$ cat src/hdl/epoch_civil_date_converter_macros.svh
`ifndef EPOCH_CIVIL_DATE_CONVERTER_MACROS_SVH
`define EPOCH_CIVIL_DATE_CONVERTER_MACROS_SVH

// same-cycle implication, sampled on clk, off during reset
`define ECDC_ASSERT_IMPLY(lbl, ante, cons, msg) \
    lbl: assert property (@(posedge clk) disable iff (!rst_n) (ante) |-> (cons)) \
        else $error(msg);

// next-cycle implication
`define ECDC_ASSERT_NEXT(lbl, ante, cons, msg) \
    lbl: assert property (@(posedge clk) disable iff (!rst_n) (ante) |=> (cons)) \
        else $error(msg);

`endif

$ cat src/hdl/ecdc_pkg.sv
package ecdc_pkg;

    localparam int NUM_STAGES = 13;
    localparam int LAST_STAGE = NUM_STAGES - 1;

    localparam logic [3:0]  MONTH_FEB  = 4'd2;
    localparam logic [11:0] YEAR_MIN   = 12'd1970;
    localparam logic [11:0] YEAR_MAX   = 12'd2105;
    localparam logic [11:0] YEAR_NOLEAP = 12'd2100;

    // floor(2^k / d) reciprocals; quotient may come out one low, corrected next stage
    localparam logic [25:0] RECIP_675  = 26'((64'd1 << 35) / 64'd675);
    localparam logic [14:0] RECIP_7    = 15'((64'd1 << 17) / 64'd7);
    localparam logic [5:0]  RECIP_3600 = 6'((64'd1 << 17) / 64'd3600);
    localparam logic [7:0]  RECIP_1460 = 8'((64'd1 << 18) / 64'd1460);
    localparam logic [6:0]  RECIP_60   = 7'((64'd1 << 12) / 64'd60);
    localparam logic [9:0]  RECIP_365  = 10'((64'd1 << 18) / 64'd365);
    localparam logic [3:0]  RECIP_153  = 4'((64'd1 << 11) / 64'd153);

    typedef struct packed {
        logic        req;
        logic        ok;
        logic [6:0]  e_lo;
        logic [24:0] x;
        logic [11:0] cy;
        logic [3:0]  cm;
        logic [4:0]  cd;
        logic [4:0]  ch;
        logic [5:0]  cmi;
        logic [5:0]  cs;
        logic [15:0] days;
        logic [16:0] rem;
        logic        era5;
        logic [17:0] doe;
        logic [13:0] wq;
        logic [2:0]  wd;
        logic [4:0]  hour;
        logic [11:0] r3600;
        logic [6:0]  a1460;
        logic [2:0]  b36524;
        logic        c146096;
        logic [5:0]  minute;
        logic [5:0]  second;
        logic [17:0] n;
        logic [8:0]  yoe;
        logic [8:0]  doy;
        logic [3:0]  mp;
        logic [11:0] year;
        logic [3:0]  month;
        logic [4:0]  day;
        logic [31:0] epoch;
    } pipe_t;

    function automatic logic [4:0] month_len(input logic [3:0] m);
        logic [4:0] r;
        unique case (m)
            4'd1, 4'd3, 4'd5, 4'd7, 4'd8, 4'd10, 4'd12: r = 5'd31;
            4'd4, 4'd6, 4'd9, 4'd11:                     r = 5'd30;
            4'd2:                                        r = 5'd28;
            default:                                     r = 5'd0;
        endcase
        return r;
    endfunction

    // days from March 1 to the first of the month, month counted from March
    function automatic logic [8:0] doy_base(input logic [3:0] mm);
        logic [8:0] r;
        unique case (mm)
            4'd0:    r = 9'd0;
            4'd1:    r = 9'd31;
            4'd2:    r = 9'd61;
            4'd3:    r = 9'd92;
            4'd4:    r = 9'd122;
            4'd5:    r = 9'd153;
            4'd6:    r = 9'd184;
            4'd7:    r = 9'd214;
            4'd8:    r = 9'd245;
            4'd9:    r = 9'd275;
            4'd10:   r = 9'd306;
            4'd11:   r = 9'd337;
            default: r = 9'd0;
        endcase
        return r;
    endfunction

    function automatic logic [1:0] div100(input logic [8:0] y);
        logic [1:0] r;
        if (y >= 9'd300)
        begin
            r = 2'd3;
        end
        else if (y >= 9'd200)
        begin
            r = 2'd2;
        end
        else if (y >= 9'd100)
        begin
            r = 2'd1;
        end
        else
        begin
            r = 2'd0;
        end
        return r;
    endfunction

    function automatic pipe_t stage_fn(input logic [3:0] k, input pipe_t p);
        pipe_t       q;
        logic [50:0] pd;
        logic [25:0] r26;
        logic        leap;
        logic [4:0]  mdays;
        logic        mar;
        logic [3:0]  mm;
        logic [11:0] ya;
        logic [19:0] z;
        logic [16:0] wx;
        logic [31:0] pw;
        logic [22:0] ph;
        logic [16:0] t17;
        logic [25:0] pa;
        logic [17:0] t18;
        logic [18:0] pm;
        logic [11:0] t12;
        logic [27:0] py;
        logic [10:0] mx;
        logic [14:0] pp;
        logic [10:0] t11;
        logic [3:0]  mo;
        q = p;
        case (k)
            4'd1:
            begin
                if (!p.req)
                begin
                    pd = 51'(p.x) * 51'(RECIP_675);
                    q.days = pd[50:35];
                end
                else
                begin
                    leap = (p.cy[1:0] == 2'd0) && (p.cy != YEAR_NOLEAP);
                    mdays = month_len(p.cm) + 5'((p.cm == MONTH_FEB) && leap);
                    q.ok = (p.cy >= YEAR_MIN) && (p.cy <= YEAR_MAX) && (p.cm >= 4'd1)
                        && (p.cm <= 4'd12) && (p.cd >= 5'd1) && (p.cd <= mdays)
                        && (p.ch <= 5'd23) && (p.cmi <= 6'd59) && (p.cs <= 6'd59);
                    mar = p.cm > 4'd2;
                    mm = mar ? p.cm - 4'd3 : p.cm + 4'd9;
                    ya = p.cy - 12'(!mar);
                    q.era5 = ya >= 12'd2000;
                    q.yoe = 9'(ya - (q.era5 ? 12'd2000 : 12'd1600));
                    q.doy = 9'(10'(doy_base(mm)) + 10'(p.cd) - 10'd1);
                    q.rem = 17'(p.ch) * 17'd3600 + 17'(p.cmi) * 17'd60 + 17'(p.cs);
                end
            end
            4'd2:
            begin
                if (!p.req)
                begin
                    r26 = 26'(p.x) - 26'(p.days) * 26'd675;
                    if (r26 >= 26'd675)
                    begin
                        q.days = p.days + 16'd1;
                        r26 = r26 - 26'd675;
                    end
                    q.rem = {r26[9:0], p.e_lo};
                end
                else
                begin
                    q.doe = 18'(p.yoe) * 18'd365 + 18'(p.yoe >> 2)
                        - 18'(div100(p.yoe)) + 18'(p.doy);
                end
            end
            4'd3:
            begin
                if (!p.req)
                begin
                    z = 20'(p.days) + 20'd719468;
                    q.era5 = z >= 20'd730485;
                    q.doe = 18'(z - (q.era5 ? 20'd730485 : 20'd584388));
                    wx = 17'(p.days) + 17'd4;
                    pw = 32'(wx) * 32'(RECIP_7);
                    q.wq = pw[30:17];
                    ph = 23'(p.rem) * 23'(RECIP_3600);
                    q.hour = ph[21:17];
                end
                else
                begin
                    q.days = p.era5 ? 16'(20'(p.doe) + 20'd11017)
                                    : 16'(20'(p.doe) - 20'd135080);
                end
            end
            4'd4:
            begin
                if (!p.req)
                begin
                    wx = 17'(p.days) + 17'd4;
                    t17 = wx - 17'(p.wq) * 17'd7;
                    if (t17 >= 17'd7)
                    begin
                        t17 = t17 - 17'd7;
                    end
                    q.wd = t17[2:0];
                    t17 = p.rem - 17'(p.hour) * 17'd3600;
                    if (t17 >= 17'd3600)
                    begin
                        q.hour = p.hour + 5'd1;
                        t17 = t17 - 17'd3600;
                    end
                    q.r3600 = t17[11:0];
                    pa = 26'(p.doe) * 26'(RECIP_1460);
                    q.a1460 = pa[24:18];
                    if (p.doe >= 18'd146096)
                    begin
                        q.b36524 = 3'd4;
                    end
                    else if (p.doe >= 18'd109572)
                    begin
                        q.b36524 = 3'd3;
                    end
                    else if (p.doe >= 18'd73048)
                    begin
                        q.b36524 = 3'd2;
                    end
                    else if (p.doe >= 18'd36524)
                    begin
                        q.b36524 = 3'd1;
                    end
                    else
                    begin
                        q.b36524 = 3'd0;
                    end
                    q.c146096 = p.doe == 18'd146096;
                end
                else
                begin
                    q.epoch = 32'(33'(p.days) * 33'd86400 + 33'(p.rem));
                end
            end
            4'd5:
            begin
                if (!p.req)
                begin
                    t18 = p.doe - 18'(p.a1460) * 18'd1460;
                    if (t18 >= 18'd1460)
                    begin
                        q.a1460 = p.a1460 + 7'd1;
                    end
                    pm = 19'(p.r3600) * 19'(RECIP_60);
                    q.minute = pm[17:12];
                end
            end
            4'd6:
            begin
                if (!p.req)
                begin
                    q.n = p.doe - 18'(p.a1460) + 18'(p.b36524) - 18'(p.c146096);
                    t12 = p.r3600 - 12'(p.minute) * 12'd60;
                    if (t12 >= 12'd60)
                    begin
                        q.minute = p.minute + 6'd1;
                        t12 = t12 - 12'd60;
                    end
                    q.second = t12[5:0];
                end
            end
            4'd7:
            begin
                if (!p.req)
                begin
                    py = 28'(p.n) * 28'(RECIP_365);
                    q.yoe = py[26:18];
                end
            end
            4'd8:
            begin
                if (!p.req)
                begin
                    t18 = p.n - 18'(p.yoe) * 18'd365;
                    if (t18 >= 18'd365)
                    begin
                        q.yoe = p.yoe + 9'd1;
                    end
                end
            end
            4'd9:
            begin
                if (!p.req)
                begin
                    q.doy = 9'(p.doe - (18'(p.yoe) * 18'd365 + 18'(p.yoe >> 2)
                        - 18'(div100(p.yoe))));
                end
            end
            4'd10:
            begin
                if (!p.req)
                begin
                    mx = 11'(p.doy) * 11'd5 + 11'd2;
                    pp = 15'(mx) * 15'(RECIP_153);
                    q.mp = pp[14:11];
                end
            end
            4'd11:
            begin
                if (!p.req)
                begin
                    mx = 11'(p.doy) * 11'd5 + 11'd2;
                    t11 = mx - 11'(p.mp) * 11'd153;
                    if (t11 >= 11'd153)
                    begin
                        q.mp = p.mp + 4'd1;
                    end
                end
            end
            4'd12:
            begin
                if (!p.req)
                begin
                    mo = (p.mp < 4'd10) ? p.mp + 4'd3 : p.mp - 4'd9;
                    q.month = mo;
                    q.day = 5'(p.doy - doy_base(p.mp) + 9'd1);
                    q.year = 12'(p.yoe) + (p.era5 ? 12'd2000 : 12'd1600)
                        + 12'(mo <= 4'd2);
                    q.wd = (p.wd == 3'd0) ? 3'd7 : p.wd;
                    q.epoch = 32'd0;
                    q.ok = 1'b1;
                end
                else
                begin
                    q.year = 12'd0;
                    q.month = 4'd0;
                    q.day = 5'd0;
                    q.hour = 5'd0;
                    q.minute = 6'd0;
                    q.second = 6'd0;
                    q.wd = 3'd0;
                    q.epoch = p.ok ? p.epoch : 32'd0;
                end
            end
            default:
            begin
                q = p;
            end
        endcase
        return q;
    endfunction

endpackage

$ cat src/hdl/ecdc_req_if.sv
interface ecdc_req_if;
    logic        valid;
    logic        ready;
    logic        req_type;
    logic [31:0] epoch_in;
    logic [11:0] year_in;
    logic [3:0]  month_in;
    logic [4:0]  day_in;
    logic [4:0]  hour_in;
    logic [5:0]  minute_in;
    logic [5:0]  second_in;

    modport source (
        output valid, req_type, epoch_in, year_in, month_in, day_in,
               hour_in, minute_in, second_in,
        input  ready
    );
    modport sink (
        input  valid, req_type, epoch_in, year_in, month_in, day_in,
               hour_in, minute_in, second_in,
        output ready
    );
endinterface

$ cat src/hdl/ecdc_res_if.sv
interface ecdc_res_if;
    logic        valid;
    logic        ready;
    logic [31:0] epoch_out;
    logic [11:0] year_out;
    logic [3:0]  month_out;
    logic [4:0]  day_out;
    logic [4:0]  hour_out;
    logic [5:0]  minute_out;
    logic [5:0]  second_out;
    logic [2:0]  weekday_out;
    logic        valid_res;

    modport source (
        output valid, epoch_out, year_out, month_out, day_out, hour_out,
               minute_out, second_out, weekday_out, valid_res,
        input  ready
    );
    modport sink (
        input  valid, epoch_out, year_out, month_out, day_out, hour_out,
               minute_out, second_out, weekday_out, valid_res,
        output ready
    );
endinterface

$ cat src/hdl/ecdc_pipe_reg.sv
module ecdc_pipe_reg (
    input  logic            clk,
    input  logic            rst_n,
    input  logic            in_valid,
    output logic            in_ready,
    input  ecdc_pkg::pipe_t in_data,
    output logic            out_valid,
    input  logic            out_ready,
    output ecdc_pkg::pipe_t out_data
);
    import ecdc_pkg::*;

    logic  valid_reg;
    logic  valid_next;
    pipe_t data_reg;
    pipe_t data_next;

    assign in_ready  = !valid_reg || out_ready;
    assign out_valid = valid_reg;
    assign out_data  = data_reg;

    always_comb
    begin
        valid_next = valid_reg;
        data_next  = data_reg;
        if (in_ready)
        begin
            valid_next = in_valid;
            if (in_valid)
            begin
                data_next = in_data;
            end
        end
    end

    always_ff @(posedge clk or negedge rst_n)
    begin
        if (!rst_n)
        begin
            valid_reg <= 1'b0;
        end
        else
        begin
            valid_reg <= valid_next;
        end
    end

    always_ff @(posedge clk)
    begin
        data_reg <= data_next;
    end

endmodule

$ cat src/hdl/epoch_civil_date_converter.sv
// Converts between 32-bit Unix seconds and a Gregorian date and time. Request type 0
// splits epoch seconds into year, month, day, hour, minute, second and weekday
// (1 = Monday .. 7 = Sunday); type 1 checks a civil date and time (years 1970 to
// 2105) and returns its epoch seconds, or valid_res = 0 and all zero if the
// check fails. One request is taken every cycle unless the output stalls; each result
// passes through the thirteen register stages of the divide-by-constant chain
// (days, era, year of era, month). Results leave in request order, and a
// stalled output holds the whole pipe without losing or repeating anything.
`include "epoch_civil_date_converter_macros.svh"

module epoch_civil_date_converter (
    input logic clk,
    input logic rst_n,
    ecdc_req_if.sink   req,
    ecdc_res_if.source res
);
    import ecdc_pkg::*;

    logic  s_valid    [NUM_STAGES];
    logic  s_in_ready [NUM_STAGES];
    pipe_t s_data     [NUM_STAGES];
    pipe_t s_in_data  [NUM_STAGES];
    pipe_t in_fmt;

    always_comb
    begin
        in_fmt      = '0;
        in_fmt.req  = req.req_type;
        in_fmt.x    = req.epoch_in[31:7];
        in_fmt.e_lo = req.epoch_in[6:0];
        in_fmt.cy   = req.year_in;
        in_fmt.cm   = req.month_in;
        in_fmt.cd   = req.day_in;
        in_fmt.ch   = req.hour_in;
        in_fmt.cmi  = req.minute_in;
        in_fmt.cs   = req.second_in;
    end

    assign req.ready = s_in_ready[0];

    for (genvar k = 0; k < NUM_STAGES; k++)
    begin : g_stage
        logic in_v;
        logic out_r;

        if (k == 0)
        begin : g_first
            assign in_v         = req.valid;
            assign s_in_data[k] = in_fmt;
        end
        else
        begin : g_rest
            assign in_v         = s_valid[k-1];
            assign s_in_data[k] = stage_fn(4'(k), s_data[k-1]);
        end

        if (k == LAST_STAGE)
        begin : g_out
            assign out_r = res.ready;
        end
        else
        begin : g_mid
            assign out_r = s_in_ready[k+1];
        end

        ecdc_pipe_reg u_reg (
            .clk       (clk),
            .rst_n     (rst_n),
            .in_valid  (in_v),
            .in_ready  (s_in_ready[k]),
            .in_data   (s_in_data[k]),
            .out_valid (s_valid[k]),
            .out_ready (out_r),
            .out_data  (s_data[k])
        );
    end

    assign res.valid       = s_valid[LAST_STAGE];
    assign res.epoch_out   = s_data[LAST_STAGE].epoch;
    assign res.year_out    = s_data[LAST_STAGE].year;
    assign res.month_out   = s_data[LAST_STAGE].month;
    assign res.day_out     = s_data[LAST_STAGE].day;
    assign res.hour_out    = s_data[LAST_STAGE].hour;
    assign res.minute_out  = s_data[LAST_STAGE].minute;
    assign res.second_out  = s_data[LAST_STAGE].second;
    assign res.weekday_out = s_data[LAST_STAGE].wd;
    assign res.valid_res   = s_data[LAST_STAGE].ok;

    `ECDC_ASSERT_IMPLY(a_invalid_zero, res.valid && !res.valid_res, res.epoch_out == 32'd0 && res.year_out == 12'd0 && res.weekday_out == 3'd0, "rejected request carries data")
    `ECDC_ASSERT_IMPLY(a_c2e_clears_civil, res.valid && res.epoch_out != 32'd0, res.valid_res && res.year_out == 12'd0 && res.month_out == 4'd0 && res.weekday_out == 3'd0, "epoch result has civil fields")
    `ECDC_ASSERT_IMPLY(a_e2c_ranges, res.valid && res.month_out != 4'd0, res.month_out <= 4'd12 && res.day_out != 5'd0 && res.weekday_out != 3'd0 && res.hour_out <= 5'd23 && res.year_out >= 12'd1970, "civil result out of range")
    `ECDC_ASSERT_NEXT(a_stage_hold, s_valid[1] && !s_in_ready[2], s_valid[1], "stalled stage dropped a request")

endmodule

$ cat src/flat_wrapper.sv
// flat-port wrapper written by rule: the top's interface ports become plain ports
module epoch_civil_date_converter_flat import ecdc_pkg::*;
  (clk, rst_n, req_valid, req_req_type, req_epoch_in, req_year_in, req_month_in, req_day_in, req_hour_in, req_minute_in, req_second_in, req_ready, res_valid, res_epoch_out, res_year_out, res_month_out, res_day_out, res_hour_out, res_minute_out, res_second_out, res_weekday_out, res_valid_res, res_ready);
  ecdc_req_if req_i ();
  ecdc_res_if res_i ();
  input logic clk;
  input logic rst_n;
  input wire logic [$bits(req_i.valid)-1:0] req_valid;
  input wire logic [$bits(req_i.req_type)-1:0] req_req_type;
  input wire logic [$bits(req_i.epoch_in)-1:0] req_epoch_in;
  input wire logic [$bits(req_i.year_in)-1:0] req_year_in;
  input wire logic [$bits(req_i.month_in)-1:0] req_month_in;
  input wire logic [$bits(req_i.day_in)-1:0] req_day_in;
  input wire logic [$bits(req_i.hour_in)-1:0] req_hour_in;
  input wire logic [$bits(req_i.minute_in)-1:0] req_minute_in;
  input wire logic [$bits(req_i.second_in)-1:0] req_second_in;
  output wire logic [$bits(req_i.ready)-1:0] req_ready;
  output wire logic [$bits(res_i.valid)-1:0] res_valid;
  output wire logic [$bits(res_i.epoch_out)-1:0] res_epoch_out;
  output wire logic [$bits(res_i.year_out)-1:0] res_year_out;
  output wire logic [$bits(res_i.month_out)-1:0] res_month_out;
  output wire logic [$bits(res_i.day_out)-1:0] res_day_out;
  output wire logic [$bits(res_i.hour_out)-1:0] res_hour_out;
  output wire logic [$bits(res_i.minute_out)-1:0] res_minute_out;
  output wire logic [$bits(res_i.second_out)-1:0] res_second_out;
  output wire logic [$bits(res_i.weekday_out)-1:0] res_weekday_out;
  output wire logic [$bits(res_i.valid_res)-1:0] res_valid_res;
  input wire logic [$bits(res_i.ready)-1:0] res_ready;
  assign req_i.valid = req_valid;
  assign req_i.req_type = req_req_type;
  assign req_i.epoch_in = req_epoch_in;
  assign req_i.year_in = req_year_in;
  assign req_i.month_in = req_month_in;
  assign req_i.day_in = req_day_in;
  assign req_i.hour_in = req_hour_in;
  assign req_i.minute_in = req_minute_in;
  assign req_i.second_in = req_second_in;
  assign req_ready = req_i.ready;
  assign res_valid = res_i.valid;
  assign res_epoch_out = res_i.epoch_out;
  assign res_year_out = res_i.year_out;
  assign res_month_out = res_i.month_out;
  assign res_day_out = res_i.day_out;
  assign res_hour_out = res_i.hour_out;
  assign res_minute_out = res_i.minute_out;
  assign res_second_out = res_i.second_out;
  assign res_weekday_out = res_i.weekday_out;
  assign res_valid_res = res_i.valid_res;
  assign res_i.ready = res_ready;
  epoch_civil_date_converter u_core (.clk(clk), .rst_n(rst_n), .req(req_i), .res(res_i));
endmodule
$ cat config.mk
export PLATFORM = sky130hd
export DESIGN_NAME = epoch_civil_date_converter_flat
export DESIGN_NICKNAME = d
export VERILOG_FILES = /design/src/hdl/ecdc_pkg.sv /design/src/hdl/ecdc_req_if.sv /design/src/hdl/ecdc_res_if.sv /design/src/hdl/ecdc_pipe_reg.sv /design/src/hdl/epoch_civil_date_converter.sv /design/src/flat_wrapper.sv
export VERILOG_INCLUDE_DIRS = /design/src /design/src/hdl
export SDC_FILE = /design/constraint.sdc
export NUM_CORES = 2
export LEC_CHECK = 0
export BUFFER_PORTS_ARGS = -buffer_cell sky130_fd_sc_hd__buf_4
export CORE_UTILIZATION = 46
export DETAILED_ROUTE_END_ITERATION = 6
export SLEW_MARGIN = 25
export SYNTH_ARGS = -nofsm -noshare
export SYNTH_HDL_FRONTEND = slang
export SYNTH_SLANG_ARGS = --single-unit
$ cat constraint.sdc
create_clock -name clk -period 10.97 [get_ports clk]
set_input_delay 2.194 -clock clk [delete_from_list [all_inputs] [get_ports clk]]
set_output_delay 2.194 -clock clk [all_outputs]
set_load 0.005 [all_outputs]
==> results.json <==
{
  "status": "finished clean",
  "period_share_pct": 71.9,
  "cts_resized": 0,
  "min_from": "u_core.g_stage[5].u_reg.out_data[30]",
  "finalInstanceArea_mm2": 0.0905,
  "rows": 155,
  "areaGrowthSynthToFinish_pct": 9.81,
  "antenna_found_initial": 11,
  "path_max_fanout": 11,
  "place_congestion": 0.870,
  "drc_errors": 0,
  "hold_buffers": 0,
  "die_y_um": 425,
  "timing.fmax_mhz": 127,
  "final_util_pct": 50.8,
  "io_pins": 151,
  "min_path_cells": 0,
  "dieArea_mm2": 0.181,
  "drt-total-wl_mm": 163,
  "synth_area_mm2": 0.0824,
  "htree_levels": 3,
  "placed_cell_area_mm2": 0.0865,
  "maxSlewViolCount": 0,
  "cts.clk_slew.worst_paths_ps": 60,
  "drive_gt1_share_pct": 6.12,
  "ant_nets": 0,
  "min_to": "u_core.g_stage[6].u_reg.out_data[30]",
  "setup_violations": 0,
  "worstSkewPairLatency_ps": 780,
  "slew_headroom_pct": 25.3,
  "synth_edf_count": 1109,
  "drtPass1Iterations": 6,
  "rr_startpoint": "u_core.g_stage[0].u_reg.out_data[252]",
  "cp.arrival_ps": 8360,
  "synth_nets": 8800,
  "required_ps": 11440,
  "cts_buffers": 120,
  "drt_iter0_markers": 2717,
  "ys_types": 86,
  "yosys_warnings": 0,
  "cts_tree": "done",
  "ctsRootBufferMaster": "clkbuf_16",
  "critPathKind": "flip-flop to flip-flop",
  "clock_skew_ps": 59.6,
  "regArea_mm2": 0.0338,
  "track_usage_pct": 18.6,
  "start_kind": "flip-flop",
  "worstReg2RegEnd": "u_core.g_stage[1].u_reg.out_data[200]",
  "multi_input_area_mm2": 0.0438,
  "grt_max_degree": 79,
  "grt_pass1_wl_mm": 267,
  "r2r_slack_ps": 3080,
  "setup-tns-final_ps": 0,
  "tightest_slew_ps": 1090,
  "clk_path_buf_depth": 3,
  "port_buffers": 150,
  "cts_sinks": 1130,
  "hold_viol": 0,
  "ys_seq_area_share_pct": 41.0,
  "overflow": 0,
  "cp-end-kind": "flip-flop",
  "synth_cells": 6843,
  "vias": 48300,
  "dp_hpwl_mm": 130,
  "period_minus_slack_ps": 7890,
  "postSynthAreaPerCell_um2": 12.0,
  "die_w_um": 425,
  "fill_cells": 15600,
  "fin_nets": 9016,
  "post-cts-setup-buffer-count": 0,
  "rsz0062_at_grt": "false",
  "min_path_type": "flip-flop to flip-flop",
  "synth-main-ff-cell": "edfxtp_1",
  "async_flop_share_pct": 1.15,
  "wl_per_cell_um": 17.2,
  "maxCapViolCount": 0,
  "initial_core_util_pct": 46.3,
  "r2r_cells": 23,
  "core_area_mm2": 0.178,
  "yosys_register_bits": 1130,
  "vias_per_cell": 5.08,
  "grt_pass1_vias": 50200
}
-- flip-flops by register name (all words and copies together), names as in the netlist, named ones only --
| signal | cells |
|---|---|
| u_core.g_stage.u_reg.out_data | 1109 |
| u_core.g_stage.u_reg.out_valid | 13 |
-- metrics by stage --
stage,hold WS (ps),worst slack (ps),cells
after floorplan,400,20.8,6843
after global placement,401,3200,9292
after detailed placement,405,3040,9292
after CTS,353,3010,9511
after global routing,355,2540,9511
final,362,3080,9512
-- worst max path at each step --
stage	from	to	depth (start not counted)
after floorplan	res_ready	u_core.g_stage[4].u_reg.out_data[0]	6
after global placement	u_core.g_stage[0].u_reg.out_data[244]	u_core.g_stage[1].u_reg.out_data[201]	23
after detailed placement	u_core.g_stage[0].u_reg.out_data[252]	u_core.g_stage[1].u_reg.out_data[200]	23
after CTS	u_core.g_stage[0].u_reg.out_data[252]	u_core.g_stage[1].u_reg.out_data[200]	23
after global routing	u_core.g_stage[0].u_reg.out_data[252]	u_core.g_stage[1].u_reg.out_data[201]	23
final	u_core.g_stage[0].u_reg.out_data[252]	u_core.g_stage[1].u_reg.out_data[200]	23
-- layer usage --
metal | up-vias | part of all wire, % | wire length (um) | global-route usage [%]
met4 | 4 | 2.2 | 3520 | 4.29
met2 | 722 | 47 | 76300 | 30.7
met1 | 23400 | 47 | 76900 | 25.8
met3 | 209 | 4.0 | 6470 | 2.74
met5 | - | 0.020 | 32 | 0
li1 | 24000 | - | - | -
-- cell type report --
type / count / share of cell area [%]
Multi-Input combinational cell: 4392 / 48.4
Sequential cell: 1130 / 37.3
Inverter: 1239 / 5.14
Clock buffer: 149 / 3.48
Tap cell: 2355 / 3.25
Timing Repair Buffer: 176 / 1.46
Clock inverter: 70 / 0.990
Antenna cell: 1 / 0.00276
-- cell families after synthesis --
kind of cell | after synthesis | share of synthesized area, %
buffers and inverters | 1321 | 6.02
multiplexers | 56 | 0.751
adder cells (fa/ha/maj) | 1882 | 33.8
XOR/XNOR | 386 | 4.10
AND/OR/NAND/NOR | 1165 | 7.24
flip-flops | 1130 | 41.0
AO/OA/AOI/OAI | 903 | 7.08
-- synth_stat cells (40+ instances only) --
cell	n	share of area, %
a21o_1	106	0.97
a21oi_1	240	1.5
a31oi_1	40	0.30
and2_1	81	0.61
and3_1	70	0.53
clkbuf_1	77	0.35
edfxtp_1	1109	40
fa_1	577	14
ha_1	1305	20
inv_1	1238	5.6
nand2_1	220	1.0
nand2b_1	49	0.37
nand3_1	84	0.51
nand4_1	45	0.34
nor2_1	283	1.3
nor2b_1	110	0.83
nor3_1	95	0.58
o21a_1	44	0.40
o21ai_0	199	1.2
o21bai_1	41	0.37
xnor2_1	255	2.7
xor2_1	131	1.4
-- cell usage in the layout (no fill, tap or decap), drive strengths merged, types with 44 or more instances in the layout --
master	n
xor2	131
and3	71
a21oi	241
nand3	84
o21a	44
clkbuf	149
nand2	220
nand4	46
nor2b	110
nand2b	49
fa	577
ha	1305
xnor2	255
clkinv	45
buf	176
a21o	106
nor2	283
edfxtp	1109
nor3	95
and2	81
o21ai	201
inv	1244
-- critical path, stage by stage, from the launching register on --
cell,delay [ps]
edfxtp_1,730
fa_1,540
ha_1,280
inv_1,50
fa_1,530
inv_1,50
fa_1,500
inv_1,50
fa_1,480
inv_1,60
fa_1,500
fa_1,500
ha_1,330
nand3_1,80
a21boi_0,270
o31ai_1,120
a21boi_0,570
nor3_1,260
o41ai_1,840
a221oi_1,240
o21bai_1,310
a21oi_1,130
xor2_1,140
nor2_1,50
Power is left out: the tool's default activity adds up to more than one toggle a clock period on the data nets, which glitch-free logic cannot reach.
